<file path="config.mk">
export PLATFORM = sky130hd
export DESIGN_NAME = battery_level_estimator_flat
export DESIGN_NICKNAME = d
export VERILOG_FILES = /design/src/rtl/core/ble_pkg.sv /design/src/rtl/core/ble_sample_if.sv /design/src/rtl/core/ble_result_if.sv /design/src/rtl/core/ble_cfg_if.sv /design/src/rtl/core/ble_queue.sv /design/src/rtl/core/ble_front.sv /design/src/rtl/core/ble_back.sv /design/src/rtl/core/battery_level_estimator.sv /design/src/flat_wrapper.sv
export SDC_FILE = /design/constraint.sdc
export NUM_CORES = 1
export LEC_CHECK = 0
export BUFFER_PORTS_ARGS = -buffer_cell sky130_fd_sc_hd__buf_2
export CORE_ASPECT_RATIO = 2
export CORE_MARGIN = 2
export CORE_UTILIZATION = 60
export DETAILED_ROUTE_END_ITERATION = 8
export PLACE_DENSITY = 0.81
export SLEW_MARGIN = 40
export SYNTH_ARGS = -nofsm -noshare
export SYNTH_HDL_FRONTEND = slang
export SYNTH_SLANG_ARGS = --single-unit
</file>
<file path="constraint.sdc">
create_clock -name clk -period 19.91 [get_ports clk]
set_clock_uncertainty 0.2 [all_clocks]
set_input_delay 3.982 -clock clk [delete_from_list [all_inputs] [get_ports clk]]
set_output_delay 3.982 -clock clk [all_outputs]
set_load 0.1 [all_outputs]
</file>
<file path="src/rtl/core/ble_pkg.sv">
// ----------------------------------------------------------------------------
// Battery level estimator package
// Shared widths, reset values, register indexes and structs.
// ----------------------------------------------------------------------------
package ble_pkg;

	localparam int SAMPLE_W           = 12;
	localparam int SUM_W              = 16;
	localparam int PCT_W              = 7;
	localparam int CFG_INDEX_W        = 3;
	localparam int WINDOW_SAMPLES_DEF = 10;
	localparam int QUEUE_DEPTH        = 2;

	localparam logic [PCT_W-1:0]    PCT_FULL   = 7'd100;
	localparam logic [SAMPLE_W-1:0] SAMPLE_MAX = 12'd4095;

	localparam logic [SAMPLE_W-1:0] RST_RAW_LOW_BOUND    = 12'd1900;
	localparam logic [SAMPLE_W-1:0] RST_RAW_HIGH_BOUND   = 12'd2400;
	localparam logic [SAMPLE_W-1:0] RST_SPREAD_LIMIT     = 12'd80;
	localparam logic [SAMPLE_W-1:0] RST_CHARGE_THRESHOLD = 12'd2430;
	localparam logic [SAMPLE_W-1:0] RST_CHARGE_OFFSET    = 12'd40;

	typedef enum logic [CFG_INDEX_W-1:0] {
		REG_RAW_LOW_BOUND    = 3'd0,
		REG_RAW_HIGH_BOUND   = 3'd1,
		REG_SPREAD_LIMIT     = 3'd2,
		REG_CHARGE_THRESHOLD = 3'd3,
		REG_CHARGE_OFFSET    = 3'd4
	} ble_reg_t;

	typedef struct packed {
		logic [SAMPLE_W-1:0] raw_low_bound;
		logic [SAMPLE_W-1:0] raw_high_bound;
		logic [SAMPLE_W-1:0] spread_limit;
		logic [SAMPLE_W-1:0] charge_threshold;
		logic [SAMPLE_W-1:0] charge_offset;
	} ble_cfg_t;

	// one finished window: sum, minimum and maximum
	typedef struct packed {
		logic [SUM_W-1:0]    win_sum;
		logic [SAMPLE_W-1:0] win_min;
		logic [SAMPLE_W-1:0] win_max;
	} ble_window_t;

	typedef struct packed {
		logic        valid;
		ble_window_t win;
	} ble_push_t;

endpackage

</file>
<file path="src/rtl/core/ble_sample_if.sv">
// ----------------------------------------------------------------------------
// Sample channel
// Valid/ready channel carrying one ADC sample per transfer.
// ----------------------------------------------------------------------------
interface ble_sample_if;
	import ble_pkg::*;

	logic                valid;
	logic                ready;
	logic [SAMPLE_W-1:0] sample;

	modport source (output valid, output sample, input ready);
	modport sink (input valid, input sample, output ready);
endinterface

</file>
<file path="src/rtl/core/ble_result_if.sv">
// ----------------------------------------------------------------------------
// Result channel
// Valid/ready channel carrying one window estimate per transfer.
// ----------------------------------------------------------------------------
interface ble_result_if;
	import ble_pkg::*;

	logic                valid;
	logic                ready;
	logic [SAMPLE_W-1:0] average;
	logic [SAMPLE_W-1:0] spread;
	logic                cell_absent;
	logic                charging;
	logic [PCT_W-1:0]    percent;

	modport source (output valid, output average, output spread, output cell_absent,
		output charging, output percent, input ready);
	modport sink (input valid, input average, input spread, input cell_absent,
		input charging, input percent, output ready);
endinterface

</file>
<file path="src/rtl/core/ble_cfg_if.sv">
// ----------------------------------------------------------------------------
// Configuration channel
// Valid/ready write channel: register index and write data.
// ----------------------------------------------------------------------------
interface ble_cfg_if;
	import ble_pkg::*;

	logic                   valid;
	logic                   ready;
	logic [CFG_INDEX_W-1:0] index;
	logic [SAMPLE_W-1:0]    data;

	modport source (output valid, output index, output data, input ready);
	modport sink (input valid, input index, input data, output ready);
endinterface

</file>
<file path="src/rtl/core/ble_queue.sv">
// ----------------------------------------------------------------------------
// Window queue
// Short FIFO of finished windows between the accumulator and the estimator.
// ----------------------------------------------------------------------------
module ble_queue (
	input  logic                clk,
	input  logic                arst_n,
	input  ble_pkg::ble_push_t  push,
	output logic                push_ready,
	output logic                pop_valid,
	output ble_pkg::ble_window_t pop_win,
	input  logic                pop_ready
);
	import ble_pkg::*;

	localparam int PTR_W   = (QUEUE_DEPTH > 1) ? $clog2(QUEUE_DEPTH) : 1;
	localparam int COUNT_W = $clog2(QUEUE_DEPTH + 1);
	localparam logic [PTR_W-1:0]   LAST_PTR = PTR_W'(QUEUE_DEPTH - 1);
	localparam logic [COUNT_W-1:0] FULL_CNT = COUNT_W'(QUEUE_DEPTH);

	ble_window_t        mem [QUEUE_DEPTH];
	logic [PTR_W-1:0]   wr_ptr_q;
	logic [PTR_W-1:0]   rd_ptr_q;
	logic [COUNT_W-1:0] count_q;
	logic               do_push;
	logic               do_pop;

	assign push_ready = (count_q != FULL_CNT);
	assign pop_valid  = (count_q != '0);
	assign pop_win    = mem[rd_ptr_q];
	assign do_push    = push.valid && push_ready;
	assign do_pop     = pop_valid && pop_ready;

	always_ff @(posedge clk) begin
		if (do_push) begin
			mem[wr_ptr_q] <= push.win;
		end
	end

	always_ff @(posedge clk or negedge arst_n) begin
		if (!arst_n) begin
			wr_ptr_q <= '0;
			rd_ptr_q <= '0;
			count_q  <= '0;
		end else begin
			if (do_push) begin
				wr_ptr_q <= (wr_ptr_q == LAST_PTR) ? '0 : wr_ptr_q + 1'b1;
			end
			if (do_pop) begin
				rd_ptr_q <= (rd_ptr_q == LAST_PTR) ? '0 : rd_ptr_q + 1'b1;
			end
			if (do_push && !do_pop) begin
				count_q <= count_q + 1'b1;
			end else if (do_pop && !do_push) begin
				count_q <= count_q - 1'b1;
			end
		end
	end

endmodule

</file>
<file path="src/rtl/core/ble_front.sv">
// ----------------------------------------------------------------------------
// Window accumulator
// Takes samples, keeps sum/min/max/count, pushes each finished window.
// ----------------------------------------------------------------------------
module ble_front #(
	parameter int WINDOW_SAMPLES = ble_pkg::WINDOW_SAMPLES_DEF
) (
	input  logic               clk,
	input  logic               arst_n,
	ble_sample_if.sink         samples,
	input  logic               push_ready,
	output ble_pkg::ble_push_t push
);
	import ble_pkg::*;

	localparam int CNT_W = $clog2(WINDOW_SAMPLES + 1);
	localparam logic [CNT_W-1:0] LAST_COUNT = CNT_W'(WINDOW_SAMPLES - 1);

	logic [SUM_W-1:0]    sum_q;
	logic [SAMPLE_W-1:0] min_q;
	logic [SAMPLE_W-1:0] max_q;
	logic [CNT_W-1:0]    count_q;

	logic                accept;
	logic                window_end;
	logic [SUM_W-1:0]    sum_next;
	logic [SAMPLE_W-1:0] min_next;
	logic [SAMPLE_W-1:0] max_next;

	assign samples.ready = push_ready;
	assign accept        = samples.valid && samples.ready;
	assign window_end    = (count_q == LAST_COUNT);

	assign sum_next = sum_q + SUM_W'(samples.sample);
	assign min_next = (samples.sample < min_q) ? samples.sample : min_q;
	assign max_next = (samples.sample > max_q) ? samples.sample : max_q;

	assign push.valid       = accept && window_end;
	assign push.win.win_sum = sum_next;
	assign push.win.win_min = min_next;
	assign push.win.win_max = max_next;

	always_ff @(posedge clk or negedge arst_n) begin
		if (!arst_n) begin
			sum_q   <= '0;
			min_q   <= SAMPLE_MAX;
			max_q   <= '0;
			count_q <= '0;
		end else if (accept) begin
			if (window_end) begin
				sum_q   <= '0;
				min_q   <= SAMPLE_MAX;
				max_q   <= '0;
				count_q <= '0;
			end else begin
				sum_q   <= sum_next;
				min_q   <= min_next;
				max_q   <= max_next;
				count_q <= count_q + 1'b1;
			end
		end
	end

endmodule

</file>
<file path="src/rtl/core/ble_back.sv">
// ----------------------------------------------------------------------------
// Window estimator
// Average, spread, flags and percent map per window; owns the result register.
// ----------------------------------------------------------------------------
module ble_back #(
	parameter int WINDOW_SAMPLES = ble_pkg::WINDOW_SAMPLES_DEF
) (
	input  logic                 clk,
	input  logic                 arst_n,
	input  ble_pkg::ble_cfg_t    cfg_regs,
	input  logic                 pop_valid,
	input  ble_pkg::ble_window_t pop_win,
	output logic                 pop_ready,
	ble_result_if.source         results
);
	import ble_pkg::*;

	// average by reciprocal: exact floor for any SUM_W-bit sum
	localparam int RECIP_SHIFT = SUM_W + $clog2(WINDOW_SAMPLES);
	localparam int RECIP_W     = SUM_W + 1;
	localparam int PROD_W      = SUM_W + RECIP_W;
	localparam logic [RECIP_W-1:0] RECIP_MULT = RECIP_W'(
		((longint'(1) << RECIP_SHIFT) + longint'(WINDOW_SAMPLES) - 1) /
		longint'(WINDOW_SAMPLES));

	// quotient of the map is below 100, so PCT_W restoring steps do it
	localparam int DIV_STEPS = PCT_W;
	localparam int STEP_W    = $clog2(DIV_STEPS);
	localparam int SCALED_W  = SAMPLE_W + PCT_W;
	localparam logic [STEP_W-1:0] LAST_STEP = STEP_W'(DIV_STEPS - 1);

	typedef enum logic [2:0] {
		ST_IDLE,
		ST_EVAL,
		ST_MAP,
		ST_DIV,
		ST_DONE
	} state_t;

	state_t state_q;

	logic [PROD_W-1:0]      prod_q;
	logic [SAMPLE_W-1:0]    spread_q;
	logic signed [SAMPLE_W:0] v_q;
	logic [SAMPLE_W-1:0]    rem_q;
	logic [DIV_STEPS-1:0]   dq_q;
	logic [SAMPLE_W-1:0]    dvs_q;
	logic [STEP_W-1:0]      step_q;
	logic [SAMPLE_W-1:0]    avg_q;
	logic                   nobat_q;
	logic                   chg_q;
	logic [PCT_W-1:0]       map_q;
	logic [PCT_W-1:0]       last_clean_q;

	logic                   out_valid_q;
	logic [SAMPLE_W-1:0]    out_avg_q;
	logic [SAMPLE_W-1:0]    out_spread_q;
	logic                   out_nobat_q;
	logic                   out_chg_q;
	logic [PCT_W-1:0]       out_pct_q;

	logic [SAMPLE_W-1:0]    avg_w;
	logic                   nobat_w;
	logic                   chg_w;
	logic signed [SAMPLE_W:0] avg_s;
	logic signed [SAMPLE_W:0] v_w;
	logic signed [SAMPLE_W:0] lo_s;
	logic [SAMPLE_W-1:0]    diff_w;
	logic [SAMPLE_W-1:0]    span_w;
	logic                   bounds_ok;
	logic [SCALED_W-1:0]    scaled_w;
	logic [SAMPLE_W:0]      shifted_w;
	logic                   ge_w;
	logic [SAMPLE_W-1:0]    rem_next;
	logic [DIV_STEPS-1:0]   quo_next;
	logic [PCT_W-1:0]       pct_w;
	logic                   out_free;
	logic                   load_out;

	assign avg_w   = prod_q[RECIP_SHIFT +: SAMPLE_W];
	assign nobat_w = (spread_q > cfg_regs.spread_limit);
	assign chg_w   = nobat_w || (avg_w > cfg_regs.charge_threshold);
	assign avg_s   = $signed({1'b0, avg_w});
	assign v_w     = (chg_w && !nobat_w) ?
		(avg_s - $signed({1'b0, cfg_regs.charge_offset})) : avg_s;

	assign lo_s      = $signed({1'b0, cfg_regs.raw_low_bound});
	assign diff_w    = SAMPLE_W'(v_q - lo_s);
	assign span_w    = cfg_regs.raw_high_bound - cfg_regs.raw_low_bound;
	assign bounds_ok = (cfg_regs.raw_high_bound > cfg_regs.raw_low_bound);
	assign scaled_w  = SCALED_W'(diff_w) * SCALED_W'(PCT_FULL);

	assign shifted_w = {rem_q, dq_q[DIV_STEPS-1]};
	assign ge_w      = (shifted_w >= {1'b0, dvs_q});
	assign rem_next  = ge_w ? SAMPLE_W'(shifted_w - {1'b0, dvs_q}) : shifted_w[SAMPLE_W-1:0];
	assign quo_next  = {dq_q[DIV_STEPS-2:0], ge_w};

	// charging holds the percent at or above the last clean value
	assign pct_w = nobat_q ? PCT_FULL :
		((chg_q && (last_clean_q > map_q)) ? last_clean_q : map_q);

	assign out_free  = !out_valid_q || results.ready;
	assign load_out  = (state_q == ST_DONE) && out_free;
	assign pop_ready = (state_q == ST_IDLE);

	assign results.valid       = out_valid_q;
	assign results.average     = out_avg_q;
	assign results.spread      = out_spread_q;
	assign results.cell_absent = out_nobat_q;
	assign results.charging    = out_chg_q;
	assign results.percent     = out_pct_q;

	// datapath
	always_ff @(posedge clk) begin
		case (state_q)
			ST_IDLE: begin
				prod_q   <= PROD_W'(pop_win.win_sum) * PROD_W'(RECIP_MULT);
				spread_q <= pop_win.win_max - pop_win.win_min;
			end
			ST_EVAL: begin
				v_q <= v_w;
			end
			ST_MAP: begin
				rem_q <= scaled_w[SCALED_W-1 -: SAMPLE_W];
				dq_q  <= scaled_w[DIV_STEPS-1:0];
				dvs_q <= span_w;
			end
			ST_DIV: begin
				rem_q <= rem_next;
				dq_q  <= quo_next;
			end
			default: begin
			end
		endcase
	end

	// sequencer and result register
	always_ff @(posedge clk or negedge arst_n) begin
		if (!arst_n) begin
			state_q      <= ST_IDLE;
			step_q       <= '0;
			avg_q        <= '0;
			nobat_q      <= 1'b0;
			chg_q        <= 1'b0;
			map_q        <= '0;
			last_clean_q <= '0;
			out_valid_q  <= 1'b0;
			out_avg_q    <= '0;
			out_spread_q <= '0;
			out_nobat_q  <= 1'b0;
			out_chg_q    <= 1'b0;
			out_pct_q    <= '0;
		end else begin
			if (load_out) begin
				out_valid_q <= 1'b1;
			end else if (out_valid_q && results.ready) begin
				out_valid_q <= 1'b0;
			end
			case (state_q)
				ST_IDLE: begin
					if (pop_valid) begin
						state_q <= ST_EVAL;
					end
				end
				ST_EVAL: begin
					avg_q   <= avg_w;
					nobat_q <= nobat_w;
					chg_q   <= chg_w;
					state_q <= ST_MAP;
				end
				ST_MAP: begin
					if (nobat_q) begin
						map_q   <= PCT_FULL;
						state_q <= ST_DONE;
					end else if (!bounds_ok) begin
						map_q   <= (v_q >= lo_s) ? PCT_FULL : '0;
						state_q <= ST_DONE;
					end else if (v_q <= lo_s) begin
						map_q   <= '0;
						state_q <= ST_DONE;
					end else if (diff_w >= span_w) begin
						map_q   <= PCT_FULL;
						state_q <= ST_DONE;
					end else begin
						step_q  <= '0;
						state_q <= ST_DIV;
					end
				end
				ST_DIV: begin
					step_q <= step_q + 1'b1;
					if (step_q == LAST_STEP) begin
						map_q   <= quo_next;
						state_q <= ST_DONE;
					end
				end
				ST_DONE: begin
					if (out_free) begin
						out_avg_q    <= avg_q;
						out_spread_q <= spread_q;
						out_nobat_q  <= nobat_q;
						out_chg_q    <= chg_q;
						out_pct_q    <= pct_w;
						if (!chg_q) begin
							last_clean_q <= map_q;
						end
						state_q <= ST_IDLE;
					end
				end
				default: begin
					state_q <= ST_IDLE;
				end
			endcase
		end
	end

endmodule

</file>
<file path="src/rtl/core/battery_level_estimator.sv">
// ----------------------------------------------------------------------------
// Battery level estimator
// Windows of ADC samples reduced to average, spread, presence, charging and
// a percent estimate.
// ----------------------------------------------------------------------------
//
//  channel   dir  handshake     payload
//  samples   in   valid/ready   sample[11:0]
//  results   out  valid/ready   average, spread, cell_absent, charging, percent
//  cfg       in   valid/ready   index[2:0], data[11:0]   (ready tied high)
//
//  The accumulator takes one sample per cycle while the window queue has room.
//  The estimator takes one window at a time through its evaluate and map states,
//  with restoring percent divider steps when the offset-adjusted average falls
//  strictly inside the calibration range. Reset is asynchronous, with no clearing
//  pass, and clears control and result state; datapath and queue data are not reset.
//  A stalled result holds the output register and the estimator; the queue
//  then takes two more windows before samples stall.
//
module battery_level_estimator #(
	parameter int WINDOW_SAMPLES = ble_pkg::WINDOW_SAMPLES_DEF
) (
	input logic          clk,
	input logic          arst_n,
	ble_sample_if.sink   samples,
	ble_result_if.source results,
	ble_cfg_if.sink      cfg
);
	import ble_pkg::*;

	ble_cfg_t    cfg_q;
	ble_push_t   push;
	logic        push_ready;
	logic        pop_valid;
	ble_window_t pop_win;
	logic        pop_ready;

	// register file: writes always taken, unknown indexes dropped
	assign cfg.ready = 1'b1;

	always_ff @(posedge clk or negedge arst_n) begin
		if (!arst_n) begin
			cfg_q.raw_low_bound    <= RST_RAW_LOW_BOUND;
			cfg_q.raw_high_bound   <= RST_RAW_HIGH_BOUND;
			cfg_q.spread_limit     <= RST_SPREAD_LIMIT;
			cfg_q.charge_threshold <= RST_CHARGE_THRESHOLD;
			cfg_q.charge_offset    <= RST_CHARGE_OFFSET;
		end else if (cfg.valid && cfg.ready) begin
			case (cfg.index)
				REG_RAW_LOW_BOUND:    cfg_q.raw_low_bound    <= cfg.data;
				REG_RAW_HIGH_BOUND:   cfg_q.raw_high_bound   <= cfg.data;
				REG_SPREAD_LIMIT:     cfg_q.spread_limit     <= cfg.data;
				REG_CHARGE_THRESHOLD: cfg_q.charge_threshold <= cfg.data;
				REG_CHARGE_OFFSET:    cfg_q.charge_offset    <= cfg.data;
				default: begin
				end
			endcase
		end
	end

	// front: per-sample sum/min/max, one push per finished window
	ble_front #(
		.WINDOW_SAMPLES(WINDOW_SAMPLES)
	) u_front (
		.clk       (clk),
		.arst_n    (arst_n),
		.samples   (samples),
		.push_ready(push_ready),
		.push      (push)
	);

	// decouples window production from estimation
	ble_queue u_queue (
		.clk       (clk),
		.arst_n    (arst_n),
		.push      (push),
		.push_ready(push_ready),
		.pop_valid (pop_valid),
		.pop_win   (pop_win),
		.pop_ready (pop_ready)
	);

	// back: average, flags, percent map, result register
	ble_back #(
		.WINDOW_SAMPLES(WINDOW_SAMPLES)
	) u_back (
		.clk      (clk),
		.arst_n   (arst_n),
		.cfg_regs (cfg_q),
		.pop_valid(pop_valid),
		.pop_win  (pop_win),
		.pop_ready(pop_ready),
		.results  (results)
	);

`ifndef SYNTHESIS
	// missing cell always reports charging at full scale
	a_nobat_full: assert property (@(posedge clk) disable iff (!arst_n)
		results.valid && results.cell_absent |-> results.charging &&
		(results.percent == PCT_FULL))
		else $error("cell_absent result without forced charging/full percent");

	// a clean window never shows a spread beyond the limit
	a_spread_ok: assert property (@(posedge clk) disable iff (!arst_n)
		results.valid && !results.cell_absent |-> results.spread <= cfg_q.spread_limit)
		else $error("spread above limit without cell_absent");

	// non-charging windows stay at or below the charge threshold
	a_chg_thr: assert property (@(posedge clk) disable iff (!arst_n)
		results.valid && !results.charging |-> results.average <= cfg_q.charge_threshold)
		else $error("average above threshold reported as not charging");

	// percent never exceeds full scale
	a_pct_range: assert property (@(posedge clk) disable iff (!arst_n)
		results.valid |-> results.percent <= PCT_FULL)
		else $error("percent above full scale");
`endif

endmodule
</file>
<file path="src/flat_wrapper.sv">
// flat-port wrapper written by rule: the top's interface ports become plain ports
module battery_level_estimator_flat import ble_pkg::*;
#(
	parameter int WINDOW_SAMPLES = ble_pkg::WINDOW_SAMPLES_DEF
)
  (clk, arst_n, samples_valid, samples_sample, samples_ready, results_valid, results_average, results_spread, results_cell_absent, results_charging, results_percent, results_ready, cfg_valid, cfg_index, cfg_data, cfg_ready);
  ble_sample_if samples_i ();
  ble_result_if results_i ();
  ble_cfg_if cfg_i ();
  input logic clk;
  input logic arst_n;
  input wire logic [$bits(samples_i.valid)-1:0] samples_valid;
  input wire logic [$bits(samples_i.sample)-1:0] samples_sample;
  output wire logic [$bits(samples_i.ready)-1:0] samples_ready;
  output wire logic [$bits(results_i.valid)-1:0] results_valid;
  output wire logic [$bits(results_i.average)-1:0] results_average;
  output wire logic [$bits(results_i.spread)-1:0] results_spread;
  output wire logic [$bits(results_i.cell_absent)-1:0] results_cell_absent;
  output wire logic [$bits(results_i.charging)-1:0] results_charging;
  output wire logic [$bits(results_i.percent)-1:0] results_percent;
  input wire logic [$bits(results_i.ready)-1:0] results_ready;
  input wire logic [$bits(cfg_i.valid)-1:0] cfg_valid;
  input wire logic [$bits(cfg_i.index)-1:0] cfg_index;
  input wire logic [$bits(cfg_i.data)-1:0] cfg_data;
  output wire logic [$bits(cfg_i.ready)-1:0] cfg_ready;
  assign samples_i.valid = samples_valid;
  assign samples_i.sample = samples_sample;
  assign samples_ready = samples_i.ready;
  assign results_valid = results_i.valid;
  assign results_average = results_i.average;
  assign results_spread = results_i.spread;
  assign results_cell_absent = results_i.cell_absent;
  assign results_charging = results_i.charging;
  assign results_percent = results_i.percent;
  assign results_i.ready = results_ready;
  assign cfg_i.valid = cfg_valid;
  assign cfg_i.index = cfg_index;
  assign cfg_i.data = cfg_data;
  assign cfg_ready = cfg_i.ready;
  battery_level_estimator #(.WINDOW_SAMPLES(WINDOW_SAMPLES)) u_core (.clk(clk), .arst_n(arst_n), .samples(samples_i), .results(results_i), .cfg(cfg_i));
endmodule
</file>
# After elaboration in Yosys (flattened, before gate mapping)
# Memory sizes are Yosys's and may differ from the RTL's.
# Index checks and enable logic that the tools add are counted.
# op_classes
n_mul	2
mux	40
bitwise	1
magnitude_cmp	10
eq_ne	19
reduce_logical	32
n_addsub	12
# ops
cell	n
$mux 12	6
$mux 7	8
$gt 12x12->1	4
$sub 12x12->12	4
$mux 3	11
$mul 16x16->31 const B	1
$pmux 7 s2	2
$pmux 12 s2	1
$mul 12x5->17 const B	1
$add 16x12->16	1
$mux 16	1
$ne 2x2->1 const B	8
$pmux 3 s5	1
$ge 13x12->1	1
$ge 13x13->1	1
$le 13x13->1	1
$sub 12x12->13	1
$eq 3x2->1 const B	4
$ge 12x12->1	1
$lt 12x12->1	1
$reduce_and 2->1	6
$logic_and 1x1->1	10
$eq 3x3->1 const B	3
$reduce_and 3->1	3
19 further kinds	35
# totals
in_bits	32
reg_bits	263
wordCells	149
ramBits	80
output_inout_bits	36
n_memories	1
# memory_table
memory	words	width	rd	rd_ports_with_merged_regs	wr	line_no	text
u_core.u_queue.mem	2	40	1	0	1	ble_queue.sv:21	ble_window_t mem [QUEUE_DEPTH];

# Longest topological paths before layout
# Gate-level depths: netlist of run 1.
# depth
word_depth	8
depth_mapped	26
ltp_nobuf	24

# Hierarchy
# Synthesis of run 1 repeated with hierarchy kept, for this count alone.
# hier_totals
hier_cells	2119
area_unflattened_um2	23291.1
# by_module_without_submodules
module	area_each_um2	n_inst	cells_per_inst
ble_back	14436.3	1	1515
ble_queue	3284.4	1	143
ble_front	3236.9	1	329
battery_level_estimator	2333.5	1	132

# Least setup slack after synthesis of run 1
# Ideal clock, no wire load.
# synth_path
path_type	input-to-reg
startpoint	input port samples_valid
endpoint	memory u_core.u_queue.mem[0][0] (netlist bit), enable pin
n_path_buf	2
slack_ns	11.923
stages	4
setup_time_ns	0.487
arrival_ns	7.300
path_cell_list	nand2_1 > clkbuf_1 > buf_1 > nor3_1
# synth_via
elab_chain_cells	5
# synth_rtl
element	line_no	text
start, declared	flat_wrapper.sv:12	input wire logic [$bits(samples_i.valid)-1:0] samples_valid;
$logic_and 1x1->1	ble_front.sv:31	assign accept = samples.valid && samples.ready;
$logic_and 1x1->1	ble_front.sv:38	assign push.valid = accept && window_end;
$logic_and 1x1->1	ble_queue.sv:31	assign do_push = push.valid && push_ready;
$mux 1	ble_queue.sv:35	if (do_push) begin
$mux 1 (implied by the code)	ble_queue.sv:36	mem[wr_ptr_q] <= push.win;
end, declared	ble_queue.sv:21	
# No other way between the ends.

# Final worst setup path of run 1
# layout_path
startpoint	register u_core.u_queue.rd_ptr_q
endpoint	register u_core.u_back.prod_q[31] (data pin)
# layout_via
elab_chain_cells	2
# layout_rtl
element	line_no	text
start, declared	ble_queue.sv:23	logic [PTR_W-1:0] rd_ptr_q;
start signal, assigned	ble_queue.sv:50	rd_ptr_q <= (rd_ptr_q == LAST_PTR) ? '0 : rd_ptr_q + 1'b1;
$mem_v2 2x40	-	
$mul 16x16->31	ble_back.sv:117	prod_q <= PROD_W'(pop_win.win_sum) * PROD_W'(RECIP_MULT);
end signal, assigned	ble_back.sv:117	
end, declared	ble_back.sv:42	logic [PROD_W-1:0] prod_q;
# No other way between the ends.
# A chain may end at the register's enable or synchronous reset.

==> results of run 1 <==
==> critical path: stages (launching register included) <==
cell and delay, ps:
dfrtp_4 830, mux2i_1 800, inv_1 260, ha_1 450, ha_1 190, inv_1 50, fa_1 580, inv_1 80
fa_1 470, fa_1 550, inv_1 50, fa_1 530, inv_1 40, ha_1 330, a21oi_1 160, o21ai_1 100
a221o_1 360, o2bb2ai_2 190, o41ai_4 380, o2111ai_2 210, a21o_1 240, a21oi_2 150, xnor2_1 70
==> cells by family (layout without fill, tap and decap cells) <==
kind of cell / count (synthesis) / in the layout / synth area share
AOI/OAI and AO/OA: 392 / 392 / 0.117
muxes: 148 / 148 / 0.0712
other: 1 / 1 / 0.000165
and+or+nand+nor: 339 / 339 / 0.0696
DFF: 324 / 324 / 0.391
adders and majority gates: 397 / 397 / 0.248
xor gates and xnor gates: 96 / 96 / 0.0369
buffers and inverters: 394 / 485 / 0.0665
==> synthesized netlist by cell type (13+ instances only) <==
| cell | instances |
|---|---|
| xor2_1 | 29 |
| nor3_1 | 24 |
| mux2i_1 | 37 |
| dfrtp_1 | 141 |
| o21ai_0 | 88 |
| xnor2_1 | 67 |
| a21o_1 | 62 |
| fa_1 | 91 |
| edfxtp_1 | 148 |
| nor2b_1 | 25 |
| o22a_1 | 13 |
| nor2_1 | 88 |
| a21oi_1 | 86 |
| a22o_1 | 24 |
| dfstp_2 | 35 |
| nand3_1 | 23 |
| mux2_2 | 110 |
| inv_1 | 350 |
| ha_1 | 306 |
| clkbuf_1 | 29 |
| nand2_1 | 123 |
| nand4_1 | 18 |
==> state kept, by name, summed over array words and instances (netlist names), 13 cells and up <==
register and count:
u_core.u_back.v_q 13, u_core.u_front.sum_q 16, u_core.u_queue.mem 80, u_core.cfg_q 60
==> layout by cell type (no fill, tap or decap), types with 22 or more instances in the layout <==
master | Yosys | final
a21oi_1 | 86 | 86
dfstp_2 | 35 | 35
fa_1 | 91 | 91
mux2i_1 | 37 | 37
xor2_1 | 29 | 29
nor2b_1 | 25 | 25
dfrtp_1 | 141 | 140
inv_1 | 350 | 349
edfxtp_1 | 148 | 148
nand3_1 | 23 | 22
xnor2_1 | 67 | 67
buf_2 | 6 | 65
ha_1 | 306 | 306
nand2_1 | 123 | 122
o21ai_0 | 88 | 88
a21o_1 | 62 | 62
nor2_1 | 88 | 84
mux2_2 | 110 | 110
clkbuf_16 | 0 | 29
a22o_1 | 24 | 24
==> stage by stage <==
stage / cell area, µm² / utilization / setup slack (ps) / std cells
2_1_floorplan: 22800 / - / 11920 / 2091
3_3_place_gp: 23600 / 0.633 / 12260 / 2586
3_5_place_dp: 23600 / 0.634 / 12440 / 2586
4_1_cts: 24600 / 0.659 / 12430 / 2640
5_1_grt: 24600 / 0.661 / 12160 / 2641
6_report: 24600 / 0.661 / 12390 / 2641
==> path summary, 6_finish.rpt <==
kind                                                                   from                                          end  slack, ps  depth (start not counted)
worst max-delay path                    u_core.u_queue.rd_ptr_q$_DFFE_PN0P_           u_core.u_back.prod_q[31]$_DFFE_PP_      12390                         22
max in group asynchronous                                            arst_n          u_core.u_queue.rd_ptr_q$_DFFE_PN0P_      15300                          2
worst min-delay path            u_core.u_back.results.spread[0]$_DFFE_PN0P_  u_core.u_back.results.spread[0]$_DFFE_PN0P_        280                          2
worst max register to register          u_core.u_queue.rd_ptr_q$_DFFE_PN0P_           u_core.u_back.prod_q[31]$_DFFE_PP_      12390                         22
worst min register to register  u_core.u_back.results.spread[0]$_DFFE_PN0P_  u_core.u_back.results.spread[0]$_DFFE_PN0P_        280                          2
min in group asynchronous                                            arst_n        u_core.u_front.count_q[3]$_DFFE_PN0P_       3100                          1
==> cell type report <==
class                      count  area share
clock buffer                  36      0.0309
clock inverter                18     0.00777
inverter                     351      0.0535
multi-input combinational   1373       0.504
sequential                   324       0.361
tap                          459      0.0233
timing repair buffer          80      0.0191
==> per-layer routing <==
layer  share of wire  track usage  vias to the layer above
met5               0            0                        -
met4            0.11        0.260                        0
met3           0.028       0.0301                      224
met2            0.56        0.572                      360
met1            0.30        0.242                     7681
li1                -            -                     7350
==> results.txt, run 1 <==
----------------------------------------------------
[Synth]
  Top cell type's share of synthesized area ... 0.195
  Net Count, Synth ... 2520
  Combined area of all synthesized cells ... 22800 µm²
  Synthesis warning total ... 0
  Instance count of the mapped netlist ... 2091
  Top cell type by total area after synthesis ... edfxtp_1
  Fraction of registers with async set or reset after synthesis ... 0.543
  Number of storage elements in the synthesis netlist ... 324
  Dominant synthesized flop cell ... edfxtp_1
  Count of flip-flops with a built-in enable after synthesis ... 148
  Cell types with the largest area share after synthesis ... edfxtp_1 (20%), ha_1 (17%), dfrtp_1 (16%)
  Post-Synthesis Mean Instance Area ... 10.9 µm²
  Sequential fraction of the synthesis area ... 0.391
  Unique cell type count in the Yosys netlist ... 81

[Floorplanning]
  Horizontal die dimension ... 142 µm
  I/O pin count ... 68
  Starting density of the core ... 0.610
  Area of the core ... 37300 µm²
  Die span in y ... 279 µm
  Number of placement rows ... 100
  Die area ... 39600 µm²

[Final layout]
  FILL cells ... 2856
  Multi-input gate area ... 12400 µm²
  Antenna fix cells ... 0
  Area growth syn-to-layout ... 8.22%
  Register Area ... 8900 µm²
  Net total in the final layout ... 2588
  Proportion of layout cells with a drive suffix above 1 ... 0.142

[Place]
  DPL Wire Length ... 45100 µm
  Buffers on Ports ... 66
  Final weighted congestion of routability-driven global placement ... 0.970

[Clock tree]
  Number of buffers added by the clock tree synthesis step ... 29
  Post-CTS setup-driven buffer insertion count ... 0
  Number of buffers on the longest clock path ... 3
  TritonCTS clock tree ... done
  Clock transition at the register clock pins on the worst setup and hold paths after CTS ... 70 ps
  Cell at the root of the clock tree ... clkbuf_16
  Resized cells post-CTS ... 0
  Latest clock arrival within the worst-skew pair ... 580 ps
  H-tree Lvls ... 1
  Number of sinks handled by clock tree synthesis ... 324
  Number of buffers inserted for hold repair after clock tree synthesis ... 0

[Global routing]
  Largest net degree at the start of global routing ... 103
  Congestion Overflow GR ... 0
  Vias in the first global route ... 17000
  Initial antenna violation count ... 0
  Global-route wire length before repair ... 87200 µm
  GRT Overall Usage ... 0.289

[Timing]
  Final-report max-slew violation count ... 0
  Worst hold slack ... 285 ps
  Endpoints failing hold ... 0
  Least-Margin Pin Slew ... 863 ps
  Aggregate negative setup slack ... 0 ps
  Final critical delay including setup and external delays ... 7520 ps
  Number of endpoints failing setup at the final stage ... 0
  Unrepaired setup endpoints after global routing ... no
  Fmax ... 0.133 GHz
  Ratio of final minimum period to clock period ... 0.378
  Max-slew headroom at the worst pin ... 0.408

[Detailed routing]
  Drt total wl ... 55900 µm
  Total via count after detailed routing ... 15600
  Number of vias per cell ... 5.91
  Initial drt markers ... 568
  Number of search-and-repair iterations in the first detailed-routing pass ... 5
  Routed length per placed instance ... 21.2 µm
  Routed Antenna Nets ... 0
  Drt drc ... 0

[Worst setup path]
  Class of the most critical setup path ... reg2reg
  Launching element type of the critical path ... flip-flop
  Required time of the worst setup path ... 20030 ps
  Maximum net fanout on the critical path ... 43
  Data arrival time of the critical path ... 7640 ps
  Endpoint kind of the worst setup timing path ... flip-flop

[Flow run]
  MaxCap Viol Count ... 0

[Worst hold path]
  Worst min-delay path category ... reg2reg

[Outcome]
  Result of the run ... completed

----------------------------------------------------
Power of run 1 is left out: the tool's default activity adds up to more than one toggle a clock period on the data nets, which glitch-free logic cannot reach.
==> run 2: changes to the inputs <==
Settings changed: CORE_UTILIZATION 60 to 58, PLACE_DENSITY 0.81 to 0.82.
Clock period 19.91 ns to 6.2 ns, I/O delays scaled along.
==> results.txt, run 2 (same netlist as run 1, synthesis figures left out) <==
----------------------------------------------------
[Final layout]
  Net total in the final layout ... 2661
  Area growth syn-to-layout ... 13.2%
  Post-layout instance count excluding filler cells ... 2775
  Antenna fix cells ... 0
  Max FFs per register ... 80
  Commonest cells after routing, fill and taps aside ... inv_1 (335), ha_1 (285), edfxtp_1 (148)
  Commonest non-fill, non-tap cell in the layout ... inv_1
  Register Area ... 8890 µm²
  Area of all placed cells without fillers ... 25800 µm²
  Most flop-heavy register ... u_core.u_queue.mem
  Largest registers in the final layout ... u_core.u_queue.mem x80, u_core.cfg_q x60, u_core.u_front.sum_q x16
  Multi-input gate area ... 12800 µm²
  FILL cells ... 2889
  Proportion of layout cells with a drive suffix above 1 ... 0.195

[Floorplanning]
  I/O pin count ... 68
  Die span in y ... 284 µm
  Number of placement rows ... 102
  Horizontal die dimension ... 144 µm
  Area of the core ... 38700 µm²
  Starting density of the core ... 0.588
  Die area ... 40900 µm²

[Clock tree]
  Number of buffers inserted for hold repair after clock tree synthesis ... 0
  Number of sinks handled by clock tree synthesis ... 324
  Latest clock arrival within the worst-skew pair ... 590 ps
  TritonCTS clock tree ... done
  Clock transition at the register clock pins on the worst setup and hold paths after CTS ... 70 ps
  H-tree Lvls ... 1
  Cell at the root of the clock tree ... clkbuf_16
  Number of buffers added by the clock tree synthesis step ... 29
  Number of buffers on the longest clock path ... 3

[Timing]
  Unrepaired setup endpoints after global routing ... yes
  Fmax ... 0.158 GHz
  Least-Margin Pin Slew ... 895 ps
  Worst Setup Slack, final ... -131 ps
  Max-slew headroom at the worst pin ... 0.399
  Final critical delay including setup and external delays ... 6330 ps
  Endpoints failing hold ... 0
  Final-report max-slew violation count ... 0
  Number of endpoints failing setup at the final stage ... 2
  Ratio of final minimum period to clock period ... 1.02

[Outcome]
  Violated checks ... setup timing
  Result of the run ... complete, but fails checks

[Flow run]
  MaxCap Viol Count ... 0

[Global routing]
  Initial antenna violation count ... 0
  Vias in the first global route ... 17500
  Largest net degree at the start of global routing ... 96
  Global-route wire length before repair ... 88700 µm
  Congestion Overflow GR ... 0
  GRT Overall Usage ... 0.283

[Worst setup path]
  Class of the most critical setup path ... reg2reg
  Required time of the worst setup path ... 6330 ps
  Kind of cell with the highest combined delay on the critical path ... adder cells
  Data arrival time of the critical path ... 6460 ps
  Bufs and invs on worst path ... 5
  Launching element type of the critical path ... flip-flop
  Maximum net fanout on the critical path ... 6
  Endpoint kind of the worst setup timing path ... flip-flop
  Slowest CP cell ... fa_2
  Slowest Stage Delay on Critical Path ... 560 ps
  Ordered cell list for the critical path ... buf_12, mux2_4, ha_4, inv_2, fa_2, inv_2, fa_2, fa_1, fa_1, inv_1, fa_1, inv_2, ha_4, a21oi_2, o21ai_2, a221o_1, o2bb2ai_4, o41ai_4, o2111ai_2, a21o_1, a21oi_2, xnor2_1

[Detailed routing]
  Number of search-and-repair iterations in the first detailed-routing pass ... 5
  Number of vias per cell ... 5.81
  Routed length per placed instance ... 20.5 µm
  Drt total wl ... 56800 µm
  Total via count after detailed routing ... 16100
  Routed Antenna Nets ... 0
  Drt drc ... 0
  Initial drt markers ... 735

[Place]
  Buffers on Ports ... 66
  Final weighted congestion of routability-driven global placement ... 0.989
  DPL Wire Length ... 45300 µm
  Post-Place Cells ... 2716
  DP Area ... 24600 µm²

[Worst hold path]
  Worst min-delay path category ... in2async

----------------------------------------------------
## run 2: cell types whose count changed in the layout (fill, tap and decap cells not counted), moves of 8 or more
cell	previous run	this run
buf_4	12	80
ha_1	306	285
ha_4	0	18
inv_1	349	335
inv_2	1	15
mux2_2	110	102
mux2_4	0	8
## run 2: final timing paths
kind | startpoint | slack [ps] | endpoint | cells past startpoint
worst max-delay path | u_core.u_queue.rd_ptr_q$_DFFE_PN0P_ | -130 | u_core.u_back.prod_q[31]$_DFFE_PP_ | 22
worst min-delay path | arst_n | 280 | u_core.u_back.results.average[0]$_DFFE_PN0P_ | 1
worst max register to register | u_core.u_queue.rd_ptr_q$_DFFE_PN0P_ | -130 | u_core.u_back.prod_q[31]$_DFFE_PP_ | 22
worst min register to register | u_core.u_back.results.average[10]$_DFFE_PN0P_ | 300 | u_core.u_back.results.average[10]$_DFFE_PN0P_ | 1
max in group asynchronous | arst_n | 4370 | u_core.cfg_q[47]$_DFFE_PN1P_ | 3
min in group clk | u_core.u_back.results.average[10]$_DFFE_PN0P_ | 300 | u_core.u_back.results.average[10]$_DFFE_PN0P_ | 1
## run 2: per-layer routing
metal  vias up  track usage  wire [µm]  share of wire
met1      7842        0.255      17800           0.31
li1       7484            -          -              -
met4         0        0.265       6630           0.12
met3       291       0.0361       1980          0.035
met5         -            0          0              0
met2       508        0.524      30400           0.53
## run 2: area by class of cell
type | count | share of cell area
timing repair buffer | 153 | 0.0413
multi-input combinational | 1373 | 0.497
clock inverter | 23 | 0.0117
inverter | 351 | 0.0512
clock buffer | 31 | 0.0285
sequential | 324 | 0.345
tap | 520 | 0.0252
## run 2: what timing repair did
action	in CTS	in global routing
setup endpoints to repair	5	7
cloned	0	1
setup buffers	1	5
resized for setup	6	25
pin swaps	4	16
## run 2: metrics by stage
stage / hold WS, ps / TNS, ps / worst slack, ps / util
2_1_floorplan: 254 / 0 / 2.54 / -
3_3_place_gp: 263 / -444 / -186 / 0.634
3_5_place_dp: 282 / -857 / -271 / 0.635
4_1_cts: 269 / -193 / -94.5 / 0.663
5_1_grt: 282 / -811 / -310 / 0.666
6_report: 279 / -189 / -131 / 0.666
Power of run 2 is left out for the same reason.
==> run 3: changes to the inputs <==
Settings changed: CORE_UTILIZATION 58 to 59, CTS_BUF_LIST set to sky130_fd_sc_hd__clkbuf_8, PLACE_DENSITY 0.82 to 0.83.
==> results.txt, run 3 (same netlist as run 1, synthesis figures left out) <==
----------------------------------------------------
[Final layout]
  Most flop-heavy register ... u_core.u_queue.mem
  Max FFs per register ... 80
  Commonest cells after routing, fill and taps aside ... inv_1 (344), ha_1 (281), edfxtp_1 (148)
  Net total in the final layout ... 2676
  Area of all placed cells without fillers ... 25900 µm²
  FILL cells ... 2826
  Register Area ... 8890 µm²
  Proportion of layout cells with a drive suffix above 1 ... 0.205
  Largest registers in the final layout ... u_core.u_queue.mem x80, u_core.cfg_q x60, u_core.u_front.sum_q x16
  Commonest non-fill, non-tap cell in the layout ... inv_1
  Area growth syn-to-layout ... 13.8%
  Multi-input gate area ... 12900 µm²
  Share of the core filled with cells ... 0.681

[Global routing]
  Busiest layer in global routing ... met2
  Global-route wire length before repair ... 88500 µm
  Met2 Track Usage GR ... 0.545
  GRT Overall Usage ... 0.290
  Largest net degree at the start of global routing ... 74
  Initial antenna violation count ... 1
  Met1 track utilization from global routing ... 0.254
  Congestion Overflow GR ... 0
  Vias in the first global route ... 17400
  Met3 Track Usage GR ... 0.0462

[Floorplanning]
  Horizontal die dimension ... 143 µm
  Area of the core ... 38000 µm²
  Number of placement rows ... 101
  Die area ... 40300 µm²
  Starting density of the core ... 0.598
  I/O pin count ... 68
  Die span in y ... 282 µm

[Timing]
  Endpoints failing hold ... 0
  Fmax ... 0.161 GHz
  Number of endpoints failing setup at the final stage ... 1
  Worst Setup Slack, final ... -30.4 ps
  Final-report max-slew violation count ... 0
  Ratio of final minimum period to clock period ... 1.00
  Final critical delay including setup and external delays ... 6230 ps
  Unrepaired setup endpoints after global routing ... yes
  Max-slew headroom at the worst pin ... 0.408
  Least-Margin Pin Slew ... 881 ps

[Clock tree]
  Number of sinks handled by clock tree synthesis ... 324
  Latest clock arrival within the worst-skew pair ... 630 ps
  Number of buffers on the longest clock path ... 3
  Clock transition at the register clock pins on the worst setup and hold paths after CTS ... 70 ps
  Number of buffers inserted for hold repair after clock tree synthesis ... 0
  TritonCTS clock tree ... done
  Cell at the root of the clock tree ... clkbuf_8
  Number of buffers added by the clock tree synthesis step ... 46
  H-tree Lvls ... 2

[Worst setup path]
  Endpoint kind of the worst setup timing path ... flip-flop
  Data arrival time of the critical path ... 6360 ps
  Required time of the worst setup path ... 6330 ps
  Maximum net fanout on the critical path ... 5
  Class of the most critical setup path ... reg2reg
  Launching element type of the critical path ... flip-flop

[Detailed routing]
  Drt drc ... 0
  Routed length per placed instance ... 20.2 µm
  Initial drt markers ... 701
  Number of search-and-repair iterations in the first detailed-routing pass ... 6
  Number of vias per cell ... 5.75
  Total via count after detailed routing ... 16100
  Routed Antenna Nets ... 0
  Drt total wl ... 56600 µm

[Flow run]
  MaxCap Viol Count ... 0

[Place]
  Buffers on Ports ... 66
  DPL Wire Length ... 45000 µm
  DP Area ... 24500 µm²
  Final weighted congestion of routability-driven global placement ... 0.984
  Placement Setup Slack ... -217 ps

[Worst hold path]
  Worst min-delay path category ... reg2reg

[Outcome]
  Result of the run ... complete, but fails checks
  Violated checks ... setup timing

----------------------------------------------------
## run 3: changes by cell type in the layout (fill, tap and decap cells not counted), sizes merged
cell,delta
buf,-2
bufinv,+1
clkbuf,+21
clkinvlp,-1
diode,+1
inv,+11
## run 3: what timing repair did
action	CTS	global route
gates cloned	0	1
gates resized for setup	7	40
hold endpoints to repair	0	0
setup buffers	4	5
setup endpoints to repair	5	9
pin swaps	5	16
## run 3: worst paths after layout
path	startpoint	end	slack (ps)	cells after the start
max in group asynchronous	arst_n	u_core.cfg_q[22]$_DFFE_PN0P_	4110	2
min in group asynchronous	arst_n	u_core.u_front.max_q[0]$_DFFE_PN0P_	440	1
worst min register to register	u_core.u_back.results.percent[4]$_DFFE_PN0P_	u_core.u_back.results.percent[4]$_DFFE_PN0P_	290	2
worst max register to register	u_core.u_queue.rd_ptr_q$_DFFE_PN0P_	u_core.u_back.prod_q[31]$_DFFE_PP_	-30	22
worst min-delay path	u_core.u_back.results.percent[4]$_DFFE_PN0P_	u_core.u_back.results.percent[4]$_DFFE_PN0P_	290	2
worst max-delay path	u_core.u_queue.rd_ptr_q$_DFFE_PN0P_	u_core.u_back.prod_q[31]$_DFFE_PP_	-30	22
## run 3: area by class of cell
type                            instances  area share
Timing Repair Buffer                  151      0.0393
Clock buffer                           52      0.0276
Antenna cell                            1   0.0000966
Clock inverter                         34      0.0140
Tap cell                              515      0.0249
Inverter                              351      0.0511
Sequential cell                       324       0.343
Multi-Input combinational cell       1373       0.500
## run 3: metrics by stage
stage          setup TNS [ps]  hold slack, ps  std cells
6_report                -30.4             286       2801
5_1_grt                  -605             307       2801
4_1_cts                  -124             290       2796
3_5_place_dp             -664             276       2706
3_3_place_gp            -86.8             268       2706
2_1_floorplan               0             254       2091
## run 3: layer usage
| metal | wire (µm) | vias to the layer above |
|---|---|---|
| li1 | - | 7538 |
| met1 | 17200 | 7823 |
| met2 | 30800 | 474 |
| met3 | 2380 | 272 |
| met4 | 6250 | 0 |
| met5 | 0 | - |
## run 3: critical path: stages (launching register included)
cell and delay (ps):
dfrtp_2 480, buf_12 160, mux2_4 330, ha_4 330, xor2_4 160, ha_4 220
fa_1 550, inv_2 50, fa_1 560, inv_2 40, fa_1 480, inv_2 40
fa_1 490, inv_2 50, ha_4 210, and4_1 170, a221o_1 400, o2bb2ai_4 160
o41ai_4 290, o2111ai_2 160, a21o_1 230, a21oi_2 130, xnor2_1 70
Power of run 3 is left out for the same reason.
